===== config.mk =====
export PLATFORM = sky130hd
export DESIGN_NAME = eap_fragment_reassembler_flat
export DESIGN_NICKNAME = d
export VERILOG_FILES = /design/src/design/efr_pkg.sv /design/src/design/efr_if.sv /design/src/design/efr_core.sv /design/src/design/efr_out_fifo.sv /design/src/design/eap_fragment_reassembler.sv /design/src/flat_wrapper.sv
export SDC_FILE = /design/constraint.sdc
export NUM_CORES = 1
export LEC_CHECK = 0
export BUFFER_PORTS_ARGS = -buffer_cell sky130_fd_sc_hd__buf_2
export CAP_MARGIN = 20
export CELL_PAD_IN_SITES_DETAIL_PLACEMENT = 1
export CELL_PAD_IN_SITES_GLOBAL_PLACEMENT = 1
export CORE_AREA = 2 2 235 237
export DETAILED_ROUTE_END_ITERATION = 8
export DIE_AREA = 0 0 237 239
export GPL_ROUTABILITY_DRIVEN = 0
export GPL_TIMING_DRIVEN = 0
export PLACE_DENSITY_LB_ADDON = 0.15
export SYNTH_ARGS = -nofsm -noshare
export SYNTH_HDL_FRONTEND = slang
export SYNTH_HIERARCHICAL = 1
export SYNTH_SLANG_ARGS = --single-unit

===== constraint.sdc =====
create_clock -name clk_i -period 13.1 [get_ports clk_i]
set_input_delay 2.62 -clock clk_i [delete_from_list [all_inputs] [get_ports clk_i]]
set_output_delay 2.62 -clock clk_i [all_outputs]
set_load 0.02 [all_outputs]

===== src/design/efr_pkg.sv =====
package efr_pkg;

  localparam int unsigned MAX_FRAME = 2048;
  localparam int unsigned POS_W     = $clog2(MAX_FRAME + 1);
  localparam int unsigned HDR_LEN   = 7;

  localparam logic [7:0] EAP_TRANSPORT = 8'hE1;
  localparam logic [7:0] FLAG_START    = 8'h10;
  localparam logic [7:0] FLAG_MORE     = 8'h08;
  localparam logic [7:0] FLAG_SIZE     = 8'h07;
  localparam logic [7:0] FLAG_RSVD     = 8'hE0;
  localparam logic [7:0] CODE_REQUEST  = 8'd1;
  localparam logic [7:0] CODE_RESPONSE = 8'd2;
  localparam logic [2:0] SIZE_MAX      = 3'd4;

  localparam logic [POS_W-1:0] POS_CODE   = POS_W'(0);
  localparam logic [POS_W-1:0] POS_IDENT  = POS_W'(1);
  localparam logic [POS_W-1:0] POS_LEN_HI = POS_W'(2);
  localparam logic [POS_W-1:0] POS_LEN_LO = POS_W'(3);
  localparam logic [POS_W-1:0] POS_METHOD = POS_W'(4);
  localparam logic [POS_W-1:0] POS_FLAGS  = POS_W'(5);
  localparam logic [POS_W-1:0] POS_TYPE   = POS_W'(6);

  // power of two: pointers wrap naturally
  localparam int unsigned OUT_DEPTH = 4;
  localparam int unsigned OUT_PTR_W = $clog2(OUT_DEPTH);
  localparam int unsigned OUT_CNT_W = $clog2(OUT_DEPTH + 1);

  localparam int unsigned CFG_IDX_W  = 2;
  localparam int unsigned CFG_DATA_W = 16;
  localparam logic [15:0] CAPACITY_RESET = 16'd2048;

  typedef enum logic [CFG_IDX_W-1:0] {
    REG_LOCAL_ROLE  = 2'd0,
    REG_EAP_METHOD  = 2'd1,
    REG_CAPACITY    = 2'd2
  } efr_reg_e;

  typedef enum logic [1:0] {
    KIND_PAYLOAD = 2'd0,
    KIND_DONE    = 2'd1,
    KIND_REJECT  = 2'd2
  } efr_kind_e;

  typedef enum logic [3:0] {
    ERR_NONE           = 4'd0,
    ERR_FRAME_LONG     = 4'd1,
    ERR_TRANSPORT      = 4'd2,
    ERR_SHORT          = 4'd3,
    ERR_CODE           = 4'd4,
    ERR_METHOD         = 4'd5,
    ERR_LENGTH         = 4'd6,
    ERR_LATE_START     = 4'd7,
    ERR_RESERVED       = 4'd8,
    ERR_NO_START       = 4'd9,
    ERR_SIZE_FIELD     = 4'd10,
    ERR_SHORT_FOR_SIZE = 4'd11,
    ERR_IDENT          = 4'd12,
    ERR_TYPE           = 4'd13,
    ERR_SIZE_LATER     = 4'd14,
    ERR_TOTAL          = 4'd15
  } efr_err_e;

  typedef struct packed {
    logic        local_role;
    logic [7:0]  eap_method;
    logic [15:0] capacity;
  } efr_cfg_t;

  typedef struct packed {
    efr_kind_e   kind;
    logic [7:0]  payload_byte;
    logic [7:0]  message_type;
    logic [15:0] message_length;
    logic [15:0] fragment_count;
    logic [23:0] wire_byte_count;
    efr_err_e    error_code;
  } efr_result_t;

  typedef struct packed {
    logic        pay_vld;
    logic        fin_vld;
    efr_result_t pay;
    efr_result_t fin;
  } efr_push_t;

  function automatic efr_err_e lowest_err(input logic [15:1] hits);
    efr_err_e e;
    e = ERR_NONE;
    for (int i = 15; i >= 1; i--) begin
      if (hits[i]) begin
        e = efr_err_e'(4'(i));
      end
    end
    return e;
  endfunction

  function automatic efr_err_e merge_err(input efr_err_e cur, input efr_err_e add);
    efr_err_e e;
    e = cur;
    if (add != ERR_NONE && (cur == ERR_NONE || add < cur)) begin
      e = add;
    end
    return e;
  endfunction

endpackage


===== src/design/efr_if.sv =====
interface efr_in_if;
  logic       valid;
  logic       ready;
  logic [7:0] data_byte;
  logic [7:0] frame_type;
  logic       end_of_frame;

  modport source (output valid, output data_byte, output frame_type, output end_of_frame,
                  input ready);
  modport sink (input valid, input data_byte, input frame_type, input end_of_frame,
                output ready);
endinterface

interface efr_out_if;
  import efr_pkg::*;
  logic        valid;
  logic        ready;
  efr_kind_e   kind;
  logic [7:0]  payload_byte;
  logic [7:0]  message_type;
  logic [15:0] message_length;
  logic [15:0] fragment_count;
  logic [23:0] wire_byte_count;
  efr_err_e    error_code;

  modport source (output valid, output kind, output payload_byte, output message_type,
                  output message_length, output fragment_count, output wire_byte_count,
                  output error_code, input ready);
  modport sink (input valid, input kind, input payload_byte, input message_type,
                input message_length, input fragment_count, input wire_byte_count,
                input error_code, output ready);
endinterface

interface efr_cfg_if;
  import efr_pkg::*;
  logic                  valid;
  logic                  ready;
  logic [CFG_IDX_W-1:0]  index;
  logic [CFG_DATA_W-1:0] data;

  modport source (output valid, output index, output data, input ready);
  modport sink (input valid, input index, input data, output ready);
endinterface


===== src/design/efr_core.sv =====
module efr_core (
  input  logic               clk_i,
  input  logic               rst_ni,
  input  logic               fire_i,
  input  logic [7:0]         data_byte_i,
  input  logic [7:0]         frame_type_i,
  input  logic               end_of_frame_i,
  input  efr_pkg::efr_cfg_t  cfg_i,
  output efr_pkg::efr_push_t push_o
);
  import efr_pkg::*;

  logic             in_msg_q,  in_msg_d;
  logic [7:0]       ident_q,   ident_d;
  logic [7:0]       type_q,    type_d;
  logic [31:0]      ann_q,     ann_d;
  logic             tot_q,     tot_d;
  logic [15:0]      gath_q,    gath_d;
  logic [15:0]      frames_q,  frames_d;
  logic [23:0]      wire_q,    wire_d;
  logic [POS_W-1:0] pos_q,     pos_d;
  logic [15:0]      hlen_q,    hlen_d;
  logic [7:0]       flags_q,   flags_d;
  efr_err_e         pend_q,    pend_d;
  logic             foreign_q, foreign_d;

  logic             first;
  logic [15:1]      hits;
  logic [2:0]       size_b;
  logic [2:0]       size_need;
  logic [2:0]       size_f;
  logic             emit;
  efr_err_e         err_all;
  efr_kind_e        fin_kind;
  efr_err_e         fin_err;

  always_comb begin
    in_msg_d  = in_msg_q;
    ident_d   = ident_q;
    type_d    = type_q;
    ann_d     = ann_q;
    tot_d     = tot_q;
    gath_d    = gath_q;
    frames_d  = frames_q;
    wire_d    = wire_q;
    pos_d     = pos_q;
    hlen_d    = hlen_q;
    flags_d   = flags_q;
    foreign_d = foreign_q;
    hits      = '0;
    emit      = 1'b0;
    fin_kind  = KIND_DONE;
    fin_err   = ERR_NONE;
    first     = !in_msg_q;
    size_b    = 3'(data_byte_i & FLAG_SIZE);
    size_need = 3'(flags_q & FLAG_SIZE);
    if (!first || size_need > SIZE_MAX) begin
      size_need = '0;
    end

    if (pos_q == POS_CODE) begin
      foreign_d = (frame_type_i != EAP_TRANSPORT);
      flags_d   = '0;
      hlen_d    = '0;
      if (foreign_d) begin
        hits[ERR_TRANSPORT] = 1'b1;
      end else if (frames_q != '1) begin
        frames_d = frames_q + 16'd1;
      end
    end
    if (!foreign_d && wire_q != '1) begin
      wire_d = wire_q + 24'd1;
    end

    if (pos_q >= POS_W'(MAX_FRAME)) begin
      hits[ERR_FRAME_LONG] = 1'b1;
    end else begin
      case (pos_q)
        POS_CODE: begin
          if (data_byte_i != (cfg_i.local_role ? CODE_RESPONSE : CODE_REQUEST)) begin
            hits[ERR_CODE] = 1'b1;
          end
        end
        POS_IDENT: begin
          if (first) begin
            ident_d = data_byte_i;
          end else if (data_byte_i != ident_q) begin
            hits[ERR_IDENT] = 1'b1;
          end
        end
        POS_LEN_HI: hlen_d = {data_byte_i, 8'h00};
        POS_LEN_LO: hlen_d = hlen_q | {8'h00, data_byte_i};
        POS_METHOD: begin
          if (data_byte_i != cfg_i.eap_method) begin
            hits[ERR_METHOD] = 1'b1;
          end
        end
        POS_FLAGS: begin
          flags_d = data_byte_i;
          if ((data_byte_i & FLAG_START) != '0 && !first) begin
            hits[ERR_LATE_START] = 1'b1;
          end
          if ((data_byte_i & FLAG_RSVD) != '0) begin
            hits[ERR_RESERVED] = 1'b1;
          end
          if (first) begin
            if ((data_byte_i & FLAG_START) == '0) begin
              hits[ERR_NO_START] = 1'b1;
            end
            if (size_b > SIZE_MAX) begin
              hits[ERR_SIZE_FIELD] = 1'b1;
            end else if (size_b != '0) begin
              tot_d = 1'b1;
              ann_d = '0;
            end
          end else if (size_b != '0) begin
            hits[ERR_SIZE_LATER] = 1'b1;
          end
        end
        POS_TYPE: begin
          if (first) begin
            type_d = data_byte_i;
          end else if (data_byte_i != type_q) begin
            hits[ERR_TYPE] = 1'b1;
          end
        end
        default: begin
          if (pos_q < POS_W'(HDR_LEN) + POS_W'(size_need)) begin
            ann_d = {ann_q[23:0], data_byte_i};
          end else if ({1'b0, gath_q} + 17'd1 > {1'b0, cfg_i.capacity}) begin
            hits[ERR_TOTAL] = 1'b1;
          end else if (pend_q == ERR_NONE) begin
            gath_d = gath_q + 16'd1;
            emit   = 1'b1;
          end
        end
      endcase
      pos_d = pos_q + 1'b1;
    end

    size_f = 3'(flags_d & FLAG_SIZE);
    if (end_of_frame_i) begin
      if (pos_d < POS_W'(HDR_LEN)) begin
        hits[ERR_SHORT] = 1'b1;
      end
      if (hlen_d != 16'(pos_d)) begin
        hits[ERR_LENGTH] = 1'b1;
      end
      if (first && size_f != '0 && size_f <= SIZE_MAX &&
          pos_d < POS_W'(HDR_LEN) + POS_W'(size_f)) begin
        hits[ERR_SHORT_FOR_SIZE] = 1'b1;
      end
    end

    err_all = merge_err(pend_q, lowest_err(hits));
    pend_d  = err_all;

    push_o.pay_vld = fire_i && emit;
    // a frame with more to follow and no error ends without a record
    push_o.fin_vld = fire_i && end_of_frame_i &&
                     (err_all != ERR_NONE || (flags_d & FLAG_MORE) == '0);
    push_o.pay     = '{kind: KIND_PAYLOAD, payload_byte: data_byte_i, message_type: type_d,
                       message_length: gath_d, fragment_count: frames_d,
                       wire_byte_count: wire_d, error_code: ERR_NONE};

    if (end_of_frame_i) begin
      pos_d = '0;
      if (err_all != ERR_NONE) begin
        fin_kind = KIND_REJECT;
        fin_err  = err_all;
      end else if (tot_d && {16'h0000, gath_d} != ann_d) begin
        fin_kind = KIND_REJECT;
        fin_err  = ERR_TOTAL;
      end
      if (err_all != ERR_NONE || (flags_d & FLAG_MORE) == '0) begin
        in_msg_d  = 1'b0;
        ident_d   = '0;
        type_d    = '0;
        ann_d     = '0;
        tot_d     = 1'b0;
        gath_d    = '0;
        frames_d  = '0;
        wire_d    = '0;
        hlen_d    = '0;
        flags_d   = '0;
        pend_d    = ERR_NONE;
        foreign_d = 1'b0;
      end else begin
        in_msg_d = 1'b1;
      end
    end

    push_o.fin = '{kind: fin_kind, payload_byte: 8'h00, message_type: push_o.pay.message_type,
                   message_length: push_o.pay.message_length,
                   fragment_count: push_o.pay.fragment_count,
                   wire_byte_count: push_o.pay.wire_byte_count, error_code: fin_err};
  end

  always_ff @(posedge clk_i or negedge rst_ni) begin
    if (!rst_ni) begin
      in_msg_q  <= 1'b0;
      ident_q   <= '0;
      type_q    <= '0;
      ann_q     <= '0;
      tot_q     <= 1'b0;
      gath_q    <= '0;
      frames_q  <= '0;
      wire_q    <= '0;
      pos_q     <= '0;
      hlen_q    <= '0;
      flags_q   <= '0;
      pend_q    <= ERR_NONE;
      foreign_q <= 1'b0;
    end else if (fire_i) begin
      in_msg_q  <= in_msg_d;
      ident_q   <= ident_d;
      type_q    <= type_d;
      ann_q     <= ann_d;
      tot_q     <= tot_d;
      gath_q    <= gath_d;
      frames_q  <= frames_d;
      wire_q    <= wire_d;
      pos_q     <= pos_d;
      hlen_q    <= hlen_d;
      flags_q   <= flags_d;
      pend_q    <= pend_d;
      foreign_q <= foreign_d;
    end
  end

endmodule


===== src/design/efr_out_fifo.sv =====
module efr_out_fifo (
  input  logic                            clk_i,
  input  logic                            rst_ni,
  input  efr_pkg::efr_push_t              push_i,
  efr_out_if.source                       out_o,
  output logic [efr_pkg::OUT_CNT_W-1:0]   level_o
);
  import efr_pkg::*;

  efr_result_t            mem_q [OUT_DEPTH];
  logic [OUT_PTR_W-1:0]   wr_q, wr_d;
  logic [OUT_PTR_W-1:0]   rd_q, rd_d;
  logic [OUT_CNT_W-1:0]   cnt_q, cnt_d;
  logic [OUT_PTR_W-1:0]   fin_addr;
  logic                   pop;
  efr_result_t            head;

  assign pop      = out_o.valid && out_o.ready;
  assign fin_addr = wr_q + OUT_PTR_W'(push_i.pay_vld);

  always_comb begin
    wr_d  = wr_q + OUT_PTR_W'(push_i.pay_vld) + OUT_PTR_W'(push_i.fin_vld);
    rd_d  = rd_q + OUT_PTR_W'(pop);
    cnt_d = cnt_q + OUT_CNT_W'(push_i.pay_vld) + OUT_CNT_W'(push_i.fin_vld)
          - OUT_CNT_W'(pop);
  end

  always_ff @(posedge clk_i) begin
    if (push_i.pay_vld) begin
      mem_q[wr_q] <= push_i.pay;
    end
    if (push_i.fin_vld) begin
      mem_q[fin_addr] <= push_i.fin;
    end
  end

  always_ff @(posedge clk_i or negedge rst_ni) begin
    if (!rst_ni) begin
      wr_q  <= '0;
      rd_q  <= '0;
      cnt_q <= '0;
    end else begin
      wr_q  <= wr_d;
      rd_q  <= rd_d;
      cnt_q <= cnt_d;
    end
  end

  assign head                  = mem_q[rd_q];
  assign out_o.valid           = (cnt_q != '0);
  assign out_o.kind            = head.kind;
  assign out_o.payload_byte    = head.payload_byte;
  assign out_o.message_type    = head.message_type;
  assign out_o.message_length  = head.message_length;
  assign out_o.fragment_count  = head.fragment_count;
  assign out_o.wire_byte_count = head.wire_byte_count;
  assign out_o.error_code      = head.error_code;
  assign level_o               = cnt_q;

endmodule


===== src/design/eap_fragment_reassembler.sv =====
// EAP-EDHOC receive reassembler. Frame bytes enter one per beat and are checked and counted
// combinationally against the held message state; payload bytes, completions and rejections
// leave through a four-entry result queue, first visible the cycle after the byte is taken.
// Throughput is one byte per clock. The last byte of a frame may push two results (a
// payload byte and the end-of-message record), and the queue drains one result per clock
// while the output is ready, so input ready drops whenever fewer than two queue entries
// are free. No clearing pass after reset; configuration writes are taken in any cycle.
module eap_fragment_reassembler (
  input  logic       clk_i,
  input  logic       rst_ni,
  efr_in_if.sink     in_i,
  efr_cfg_if.sink    cfg_i,
  efr_out_if.source  out_o
);
  import efr_pkg::*;

  efr_cfg_t               cfg_q;
  efr_push_t              push;
  logic [OUT_CNT_W-1:0]   level;
  logic                   fire;

  assign cfg_i.ready = 1'b1;
  assign in_i.ready  = (level <= OUT_CNT_W'(OUT_DEPTH - 2));
  assign fire        = in_i.valid && in_i.ready;

  always_ff @(posedge clk_i or negedge rst_ni) begin
    if (!rst_ni) begin
      cfg_q.local_role  <= 1'b0;
      cfg_q.eap_method  <= '0;
      cfg_q.capacity    <= CAPACITY_RESET;
    end else if (cfg_i.valid && cfg_i.ready) begin
      case (cfg_i.index)
        REG_LOCAL_ROLE:  cfg_q.local_role  <= cfg_i.data[0];
        REG_EAP_METHOD:  cfg_q.eap_method  <= cfg_i.data[7:0];
        REG_CAPACITY:    cfg_q.capacity    <= cfg_i.data[15:0];
        default: ;
      endcase
    end
  end

  efr_core u_core (
    .clk_i          (clk_i),
    .rst_ni         (rst_ni),
    .fire_i         (fire),
    .data_byte_i    (in_i.data_byte),
    .frame_type_i   (in_i.frame_type),
    .end_of_frame_i (in_i.end_of_frame),
    .cfg_i          (cfg_q),
    .push_o         (push)
  );

  efr_out_fifo u_out_fifo (
    .clk_i   (clk_i),
    .rst_ni  (rst_ni),
    .push_i  (push),
    .out_o   (out_o),
    .level_o (level)
  );

`ifndef SYNTHESIS
  a_push_needs_beat : assert property (@(posedge clk_i) disable iff (!rst_ni)
    (push.pay_vld || push.fin_vld) |-> fire)
    else $error("result pushed without an input beat");

  a_reject_has_code : assert property (@(posedge clk_i) disable iff (!rst_ni)
    push.fin_vld |-> ((push.fin.kind == KIND_REJECT) == (push.fin.error_code != ERR_NONE)))
    else $error("end record kind and error code disagree");

  a_eof_leaves_result : assert property (@(posedge clk_i) disable iff (!rst_ni)
    push.fin_vld |=> (level != '0))
    else $error("message end left no queued result");
`endif

endmodule

===== src/flat_wrapper.sv =====
// flat-port wrapper written by rule: the top's interface ports become plain ports
module eap_fragment_reassembler_flat import efr_pkg::*;
  (clk_i, rst_ni, in_i_valid, in_i_data_byte, in_i_frame_type, in_i_end_of_frame, in_i_ready, cfg_i_valid, cfg_i_index, cfg_i_data, cfg_i_ready, out_o_valid, out_o_kind, out_o_payload_byte, out_o_message_type, out_o_message_length, out_o_fragment_count, out_o_wire_byte_count, out_o_error_code, out_o_ready);
  efr_in_if in_i_i ();
  efr_cfg_if cfg_i_i ();
  efr_out_if out_o_i ();
  input  logic clk_i;
  input  logic rst_ni;
  input wire logic [$bits(in_i_i.valid)-1:0] in_i_valid;
  input wire logic [$bits(in_i_i.data_byte)-1:0] in_i_data_byte;
  input wire logic [$bits(in_i_i.frame_type)-1:0] in_i_frame_type;
  input wire logic [$bits(in_i_i.end_of_frame)-1:0] in_i_end_of_frame;
  output wire logic [$bits(in_i_i.ready)-1:0] in_i_ready;
  input wire logic [$bits(cfg_i_i.valid)-1:0] cfg_i_valid;
  input wire logic [$bits(cfg_i_i.index)-1:0] cfg_i_index;
  input wire logic [$bits(cfg_i_i.data)-1:0] cfg_i_data;
  output wire logic [$bits(cfg_i_i.ready)-1:0] cfg_i_ready;
  output wire logic [$bits(out_o_i.valid)-1:0] out_o_valid;
  output wire logic [$bits(out_o_i.kind)-1:0] out_o_kind;
  output wire logic [$bits(out_o_i.payload_byte)-1:0] out_o_payload_byte;
  output wire logic [$bits(out_o_i.message_type)-1:0] out_o_message_type;
  output wire logic [$bits(out_o_i.message_length)-1:0] out_o_message_length;
  output wire logic [$bits(out_o_i.fragment_count)-1:0] out_o_fragment_count;
  output wire logic [$bits(out_o_i.wire_byte_count)-1:0] out_o_wire_byte_count;
  output wire logic [$bits(out_o_i.error_code)-1:0] out_o_error_code;
  input wire logic [$bits(out_o_i.ready)-1:0] out_o_ready;
  assign in_i_i.valid = in_i_valid;
  assign in_i_i.data_byte = in_i_data_byte;
  assign in_i_i.frame_type = in_i_frame_type;
  assign in_i_i.end_of_frame = in_i_end_of_frame;
  assign in_i_ready = in_i_i.ready;
  assign cfg_i_i.valid = cfg_i_valid;
  assign cfg_i_i.index = cfg_i_index;
  assign cfg_i_i.data = cfg_i_data;
  assign cfg_i_ready = cfg_i_i.ready;
  assign out_o_valid = out_o_i.valid;
  assign out_o_kind = out_o_i.kind;
  assign out_o_payload_byte = out_o_i.payload_byte;
  assign out_o_message_type = out_o_i.message_type;
  assign out_o_message_length = out_o_i.message_length;
  assign out_o_fragment_count = out_o_i.fragment_count;
  assign out_o_wire_byte_count = out_o_i.wire_byte_count;
  assign out_o_error_code = out_o_i.error_code;
  assign out_o_i.ready = out_o_ready;
  eap_fragment_reassembler u_core (.clk_i(clk_i), .rst_ni(rst_ni), .in_i(in_i_i), .cfg_i(cfg_i_i), .out_o(out_o_i));
endmodule

==> results of run 1 <==
-- sequential cells by signal, indices dropped and copies added, names as in the netlist --
| signal | cells |
|---|---|
| u_core/u_core/ident_q | 8 |
| u_core/u_out_fifo/mem_q | 312 |
| u_core/u_out_fifo/wr_q | 2 |
| u_core/u_core/wire_q | 24 |
| u_core/u_out_fifo/rd_q | 2 |
| u_core/u_core/frames_q | 16 |
| u_core/u_core/hlen_q | 16 |
| u_core/u_core/flags_q | 4 |
| u_core/cfg_q | 25 |
| u_core/u_out_fifo/level_o | 3 |
| u_core/u_core/in_msg_q | 1 |
| u_core/u_core/gath_q | 16 |
| u_core/u_core/tot_q | 1 |
| u_core/u_core/type_q | 8 |
| u_core/u_core/pend_q | 4 |
| u_core/u_core/foreign_q | 1 |
| u_core/u_core/pos_q | 12 |
| u_core/u_core/ann_q | 32 |
-- final timing paths --
check | startpoint | to | slack [ps] | cells past startpoint
min in group asynchronous | rst_ni | u_core/cfg_q[9]$_DFFE_PN0P_ | 2000 | 1
max in group asynchronous | rst_ni | u_core/u_out_fifo/wr_q[0]$_DFF_PN0_ | 10180 | 2
worst max register to register | u_core/u_core/gath_q[2]$_DFFE_PN0P_ | u_core/u_out_fifo/mem_q[0][21]$_DFFE_PP_ | 2720 | 30
worst min register to register | u_core/u_out_fifo/rd_q[0]$_DFF_PN0_ | u_core/u_out_fifo/rd_q[0]$_DFF_PN0_ | 510 | 1
worst min-delay path | u_core/u_out_fifo/rd_q[0]$_DFF_PN0_ | u_core/u_out_fifo/rd_q[0]$_DFF_PN0_ | 510 | 1
worst max-delay path | in_i_data_byte[1] | u_core/u_out_fifo/mem_q[0][21]$_DFFE_PP_ | 1860 | 27
-- stage by stage --
stage / worst slack (ps) / utilization (%)
finish: 1860 / 57.8
global route: 1460 / 57.8
CTS: 2080 / 57.8
detailed placement: 1540 / 54.9
global placement: -5490 / 54.1
floorplan: 1600 / -
-- power by group --
group / internal, mW / total, mW / switching [mW] / leakage [nW]
combinational: 1.14 / 2.83 / 1.69 / 6.71
clock: 0.800 / 1.44 / 0.636 / 0.790
sequential: 2.02 / 2.20 / 0.180 / 5.18
total: 3.95 / 6.46 / 2.51 / 12.7
-- routing by layer --
layer / track usage (%) / vias to the layer above / wire, um
li1: - / 8514 / -
met1: 38.1 / 9975 / 34200
met2: 49.5 / 523 / 40400
met3: 3.27 / 146 / 3410
met4: 8.53 / 0 / 2320
met5: 0 / - / 0
-- cell type report --
class	count	share of cell area, %
Sequential cell	487	43.7
Multi-Input combinational cell	1427	40.2
Clock buffer	78	4.68
Buffer	231	4.39
Timing Repair Buffer	132	2.94
Tap cell	704	2.80
Inverter	65	0.776
Clock inverter	22	0.478
-- logic make-up after synthesis --
family,Yosys count,share of synthesized area [%]
compound gates,246,6.61
flops,487,49.3
xor+xnor,173,5.90
fa+ha+maj,42,1.94
buf+inv,296,5.82
mux,442,21.3
other cells,2,0.0269
simple gates,509,9.12
-- cells in the final DEF, fill, tap and decap left out, types with 70 or more instances in the layout --
cell type	Yosys	layout
mux4_2	78	78
edfxtp_1	312	312
nor2_1	166	166
mux2_2	315	315
buf_4	107	107
xor2_1	93	93
clkbuf_1	74	96
xnor2_1	70	70
buf_2	29	144
dfrtp_1	174	174
nand2_1	101	101
==> impl_results.rst, run 1 <==
.. list-table::
   :header-rows: 1

   * - Metric
     - Value
   * - Hold buffer count at cts
     - 0
   * - Type of destination of the critical path
     - flop
   * - Detailed placement HPWL
     - 56200 um
   * - Clock Path Buffers
     - 3
   * - Commonest cells post-synth
     - mux2_2, edfxtp_1, dfrtp_1
   * - Final setup TNS
     - 0 ps
   * - Clock root buffer
     - clkbuf_16
   * - Antenna cells
     - 0
   * - Number of placed instances with taps included
     - 3046
   * - Area growth, synth to finish
     - 12.7%
   * - Core area
     - 0.0543 mm2
   * - Pin count of the biggest net entering global routing
     - 100
   * - Largest cells by area after synthesis
     - edfxtp_1, dfrtp_1, mux2_2
   * - WP data arrival
     - 11540 ps
   * - Detailed-route wire length
     - 80400 um
   * - Layout net count
     - 2480
   * - Setup-failing EPs final
     - 0
   * - Leakage Power
     - 12.7 nW
   * - Pwr/cell area
     - 206 mW/mm2
   * - Initial Util
     - 51.3%
   * - Worst rel slew slack
     - 23.6%
   * - Worst hold slack after final layout
     - 509 ps
   * - Count leader, synth
     - mux2_2
   * - Combined buffer and inverter count along the critical path
     - 8
   * - Number of CTS-inserted buffers
     - 54
   * - Clock slew at the register clock pins of the worst setup and hold paths
     - 60 ps
   * - Drc violations
     - 0
   * - Number of global-route vias before repair
     - 20435
   * - Sequential cell area in the final layout
     - 0.0137 mm2
   * - Cell with the largest stage delay on the worst path
     - clkbuf_1
   * - Cell taking the most area after synthesis
     - edfxtp_1
   * - CTS H-tree lvls
     - 2
   * - Post-synthesis async set-or-reset flop share
     - 35.9%
   * - Number of max-cap violations
     - 0
   * - Resized Gates After CTS
     - 0
   * - Die Wd
     - 237 um
   * - Y dimension of the die
     - 239 um
   * - Required time of the critical path
     - 13390 ps
   * - Std cell rows
     - 86
   * - Placed cell areas
     - 0.0298 mm2
   * - Flop and latch count out of synthesis
     - 487
   * - Number of buffer cells added on primary ports
     - 116
   * - Kind of cell adding the most delay to the critical path
     - compound AO/OA/AOI/OAI gates
   * - Post-detailed-route wirelength per cell
     - 25.5 um
   * - Overall power consumption
     - 6.46 mW
   * - Overall Global Routing Usage
     - 28.6%
   * - # fillers
     - 5464
   * - Most prevalent standard cell on the critical path
     - ha_1
   * - Total die area
     - 0.0566 mm2
   * - Residual overflow from global routing
     - 0
   * - CTS tree
     - done
   * - Number of standard cells after synthesis
     - 2197
   * - Wire length of the first global-routing pass
     - 124000 um
   * - Worst min-delay path category
     - reg -> reg
   * - Non-Filler Instances
     - 3146
   * - Highest clock frequency the design can meet
     - 0.0889 GHz
   * - Top cell type's share of synthesized area
     - 33.6%
   * - Post-synth EDFFs
     - 312
   * - Area of combinational cells with multiple inputs
     - 0.0126 mm2
   * - Initial antenna violation count
     - 1
   * - Number of failing hold endpoints at the final stage
     - 0
   * - Largest fanout on the critical path
     - 44
   * - First drt pass iteration count
     - 5
   * - Iteration-0 DRC Markers
     - 1339
   * - Layout Skew
     - 25.8 ps
   * - Max IR drop VDD
     - 0.000110 V
   * - Result of the run
     - finished, final reports clean
   * - Number of buffers inserted by post-CTS setup repair
     - 0
   * - Portion of the clock cycle consumed by the worst path in the final layout
     - 85.8%
   * - Sequential fraction of the synthesis area
     - 49.3%
   * - Unrepaired setup endpoints after global routing
     - no
   * - Setup CP Type
     - in -> reg
   * - I/O pin count
     - 121
   * - Number of sinks on the clock net
     - 487
   * - Count of warnings emitted by yosys
     - 6
   * - Share of post-route cells with drive strength above 1
     - 33.0%
   * - Non-Filler Cell Area, Final
     - 0.0314 mm2
   * - Delay of the slowest cell on the worst path
     - 860 ps
   * - Final Slew Violations
     - 0
   * - Synthesized area per cell
     - 12.7 um2
   * - Via count
     - 19158
   * - Primary flip-flop cell chosen by synthesis mapping
     - edfxtp_1
   * - Cell area after technology mapping
     - 0.0279 mm2
   * - Min Clock Period, post-route
     - 11240 ps
   * - Pin slew with the least headroom to its limit
     - 1150 ps
   * - Clk Latency, worst-skew pair
     - 620 ps
   * - Average vias per placed instance
     - 6.09
   * - Critical path launch point type
     - primary input
   * - Number of library cell types mapped by synthesis
     - 87
   * - Number of nets with antenna violations after routing
     - 0
No activity file was read; power rests on OpenSTA's default activity.
==> run 2, diff against run 1 <==
RECOVER_POWER = 50   (was default)
==> impl_results.rst, run 2 (synthesis gave the netlist of run 1 again) <==
.. list-table::
   :header-rows: 1

   * - Metric
     - Value
   * - Result of the run
     - complete, but fails checks
   * - Violated checks
     - capacitance limit, slew limit
   * - Die Wd
     - 237 um
   * - Worst min-delay path category
     - reg -> reg
   * - Clock root buffer
     - clkbuf_16
   * - Via count
     - 19167
   * - Number of sinks on the clock net
     - 487
   * - Pin count of the biggest net entering global routing
     - 100
   * - Max IR drop VDD
     - 0.000110 V
   * - First drt pass iteration count
     - 7
   * - Highest clock frequency the design can meet
     - 0.0847 GHz
   * - Top library cells by usage in the layout, fill and taps aside
     - mux2_2, edfxtp_1, clkbuf_1
   * - Worst rel slew slack
     - -264%
   * - CTS H-tree lvls
     - 2
   * - Number of placed instances with taps included
     - 3046
   * - Number of buffers inserted by post-CTS setup repair
     - 0
   * - Final Slew Violations
     - 190
   * - Clk Latency, worst-skew pair
     - 620 ps
   * - Final setup TNS
     - 0 ps
   * - Portion of the clock cycle consumed by the worst path in the final layout
     - 90.1%
   * - Area growth, synth to finish
     - 11.5%
   * - Post-route setup slack
     - 1300 ps
   * - Number of failing hold endpoints at the final stage
     - 0
   * - Pwr/cell area
     - 205 mW/mm2
   * - Average vias per placed instance
     - 6.09
   * - Critical path launch point type
     - primary input
   * - Required time of the critical path
     - 13400 ps
   * - Resized Gates After CTS
     - 0
   * - Flip-flop count of the largest register after layout
     - 312
   * - Most common cell after layout, fill and taps aside
     - mux2_2
   * - Detailed-route wire length
     - 80400 um
   * - Antenna cells
     - 0
   * - Clock Path Buffers
     - 3
   * - Initial Util
     - 51.3%
   * - Initial antenna violation count
     - 1
   * - Iteration-0 DRC Markers
     - 1372
   * - Post-detailed-route wirelength per cell
     - 25.6 um
   * - Total die area
     - 0.0566 mm2
   * - Layout net count
     - 2480
   * - Layout Skew
     - 26.3 ps
   * - Pin slew with the least headroom to its limit
     - 5460 ps
   * - Cell with the largest stage delay on the worst path
     - a31oi_1
   * - Std cell rows
     - 86
   * - Number of nets with antenna violations after routing
     - 0
   * - Type of destination of the critical path
     - flop
   * - Leakage Power
     - 12.3 nW
   * - Detailed placement HPWL
     - 56200 um
   * - Largest fanout on the critical path
     - 44
   * - Share of post-route cells with drive strength above 1
     - 28.0%
   * - CTS tree
     - done
   * - Number of max-cap violations
     - 3
   * - Overall Global Routing Usage
     - 28.6%
   * - Non-Filler Instances
     - 3146
   * - Wire length of the first global-routing pass
     - 124000 um
   * - Worst Setup Slack post-DPL
     - 1540 ps
   * - Y dimension of the die
     - 239 um
   * - Residual overflow from global routing
     - 0
   * - Hold buffer count at cts
     - 0
   * - Number of CTS-inserted buffers
     - 54
   * - Drc violations
     - 0
   * - Worst hold slack after final layout
     - 500 ps
   * - Setup CP Type
     - in -> reg
   * - Clock slew at the register clock pins of the worst setup and hold paths
     - 60 ps
   * - I/O pin count
     - 121
   * - Biggest registers after layout
     - u_core/u_out_fifo/mem_q x312, u_core/u_core/ann_q x32, u_core/cfg_q x25
   * - Biggest register
     - u_core/u_out_fifo/mem_q
   * - Number of buffer cells added on primary ports
     - 116
   * - Delay of the slowest cell on the worst path
     - 880 ps
   * - Min Clock Period, post-route
     - 11800 ps
   * - Core area
     - 0.0543 mm2
   * - WP data arrival
     - 12100 ps
   * - Number of global-route vias before repair
     - 20435
   * - Unrepaired setup endpoints after global routing
     - no
   * - Setup-failing EPs final
     - 0
[run 2: worst paths after layout]
kind,cells past startpoint,startpoint,end,slack (ps)
max in group asynchronous,2,rst_ni,u_core/u_out_fifo/wr_q[0]$_DFF_PN0_,2780
worst min register to register,1,u_core/cfg_q[13]$_DFFE_PN0P_,u_core/cfg_q[13]$_DFFE_PN0P_,500
worst min-delay path,1,u_core/cfg_q[13]$_DFFE_PN0P_,u_core/cfg_q[13]$_DFFE_PN0P_,500
min in group asynchronous,1,rst_ni,u_core/cfg_q[22]$_DFFE_PN0P_,3550
worst max-delay path,27,in_i_data_byte[1],u_core/u_out_fifo/mem_q[0][22]$_DFFE_PP_,1300
worst max register to register,30,u_core/u_core/gath_q[2]$_DFFE_PN0P_,u_core/u_out_fifo/mem_q[0][22]$_DFFE_PP_,2160
[run 2: worst max-delay path: cells and delay by family]
kind,cells,cell delay (ps)
compound gates,11,3830
buf+inv,8,3360
fa+ha+maj,4,1140
simple gates,4,1050
[run 2: final cells by class]
cell class | count | area [um2]
sequential | 487 | 13700
clock inverter | 22 | 150
clock buffer | 78 | 1470
timing repair buffer | 132 | 797
multi-input combinational | 1427 | 12500
tap | 704 | 881
inverter | 65 | 244
fill | 5538 | 23200
buffer | 231 | 1300
[run 2: per-stage QoR]
step,area (um2),util [%],total power [mW]
after floorplan,28000,-,4.10
after global placement,29400,54.1,4.89
after detailed placement,29800,54.9,5.03
after CTS,31400,57.8,6.49
after global routing,31100,57.3,6.70
final,31100,57.3,6.39
[run 2: layer usage]
| metal | GRT usage, % | vias up | routed length, um | part of all wire (%) |
|---|---|---|---|---|
| li1 | - | 8520 | - | - |
| met1 | 38.1 | 9977 | 34300 | 43 |
| met2 | 49.5 | 523 | 40400 | 50 |
| met3 | 3.27 | 147 | 3450 | 4.3 |
| met4 | 8.53 | 0 | 2340 | 2.9 |
| met5 | 0 | - | 0 | 0 |
[run 2: power breakdown]
group | internal (mW) | total [mW] | leakage (nW) | switching, mW
Clock | 0.800 | 1.44 | 0.790 | 0.637
Sequential | 2.02 | 2.20 | 5.18 | 0.178
Combinational | 1.07 | 2.76 | 6.30 | 1.69
Total | 3.89 | 6.39 | 12.3 | 2.50
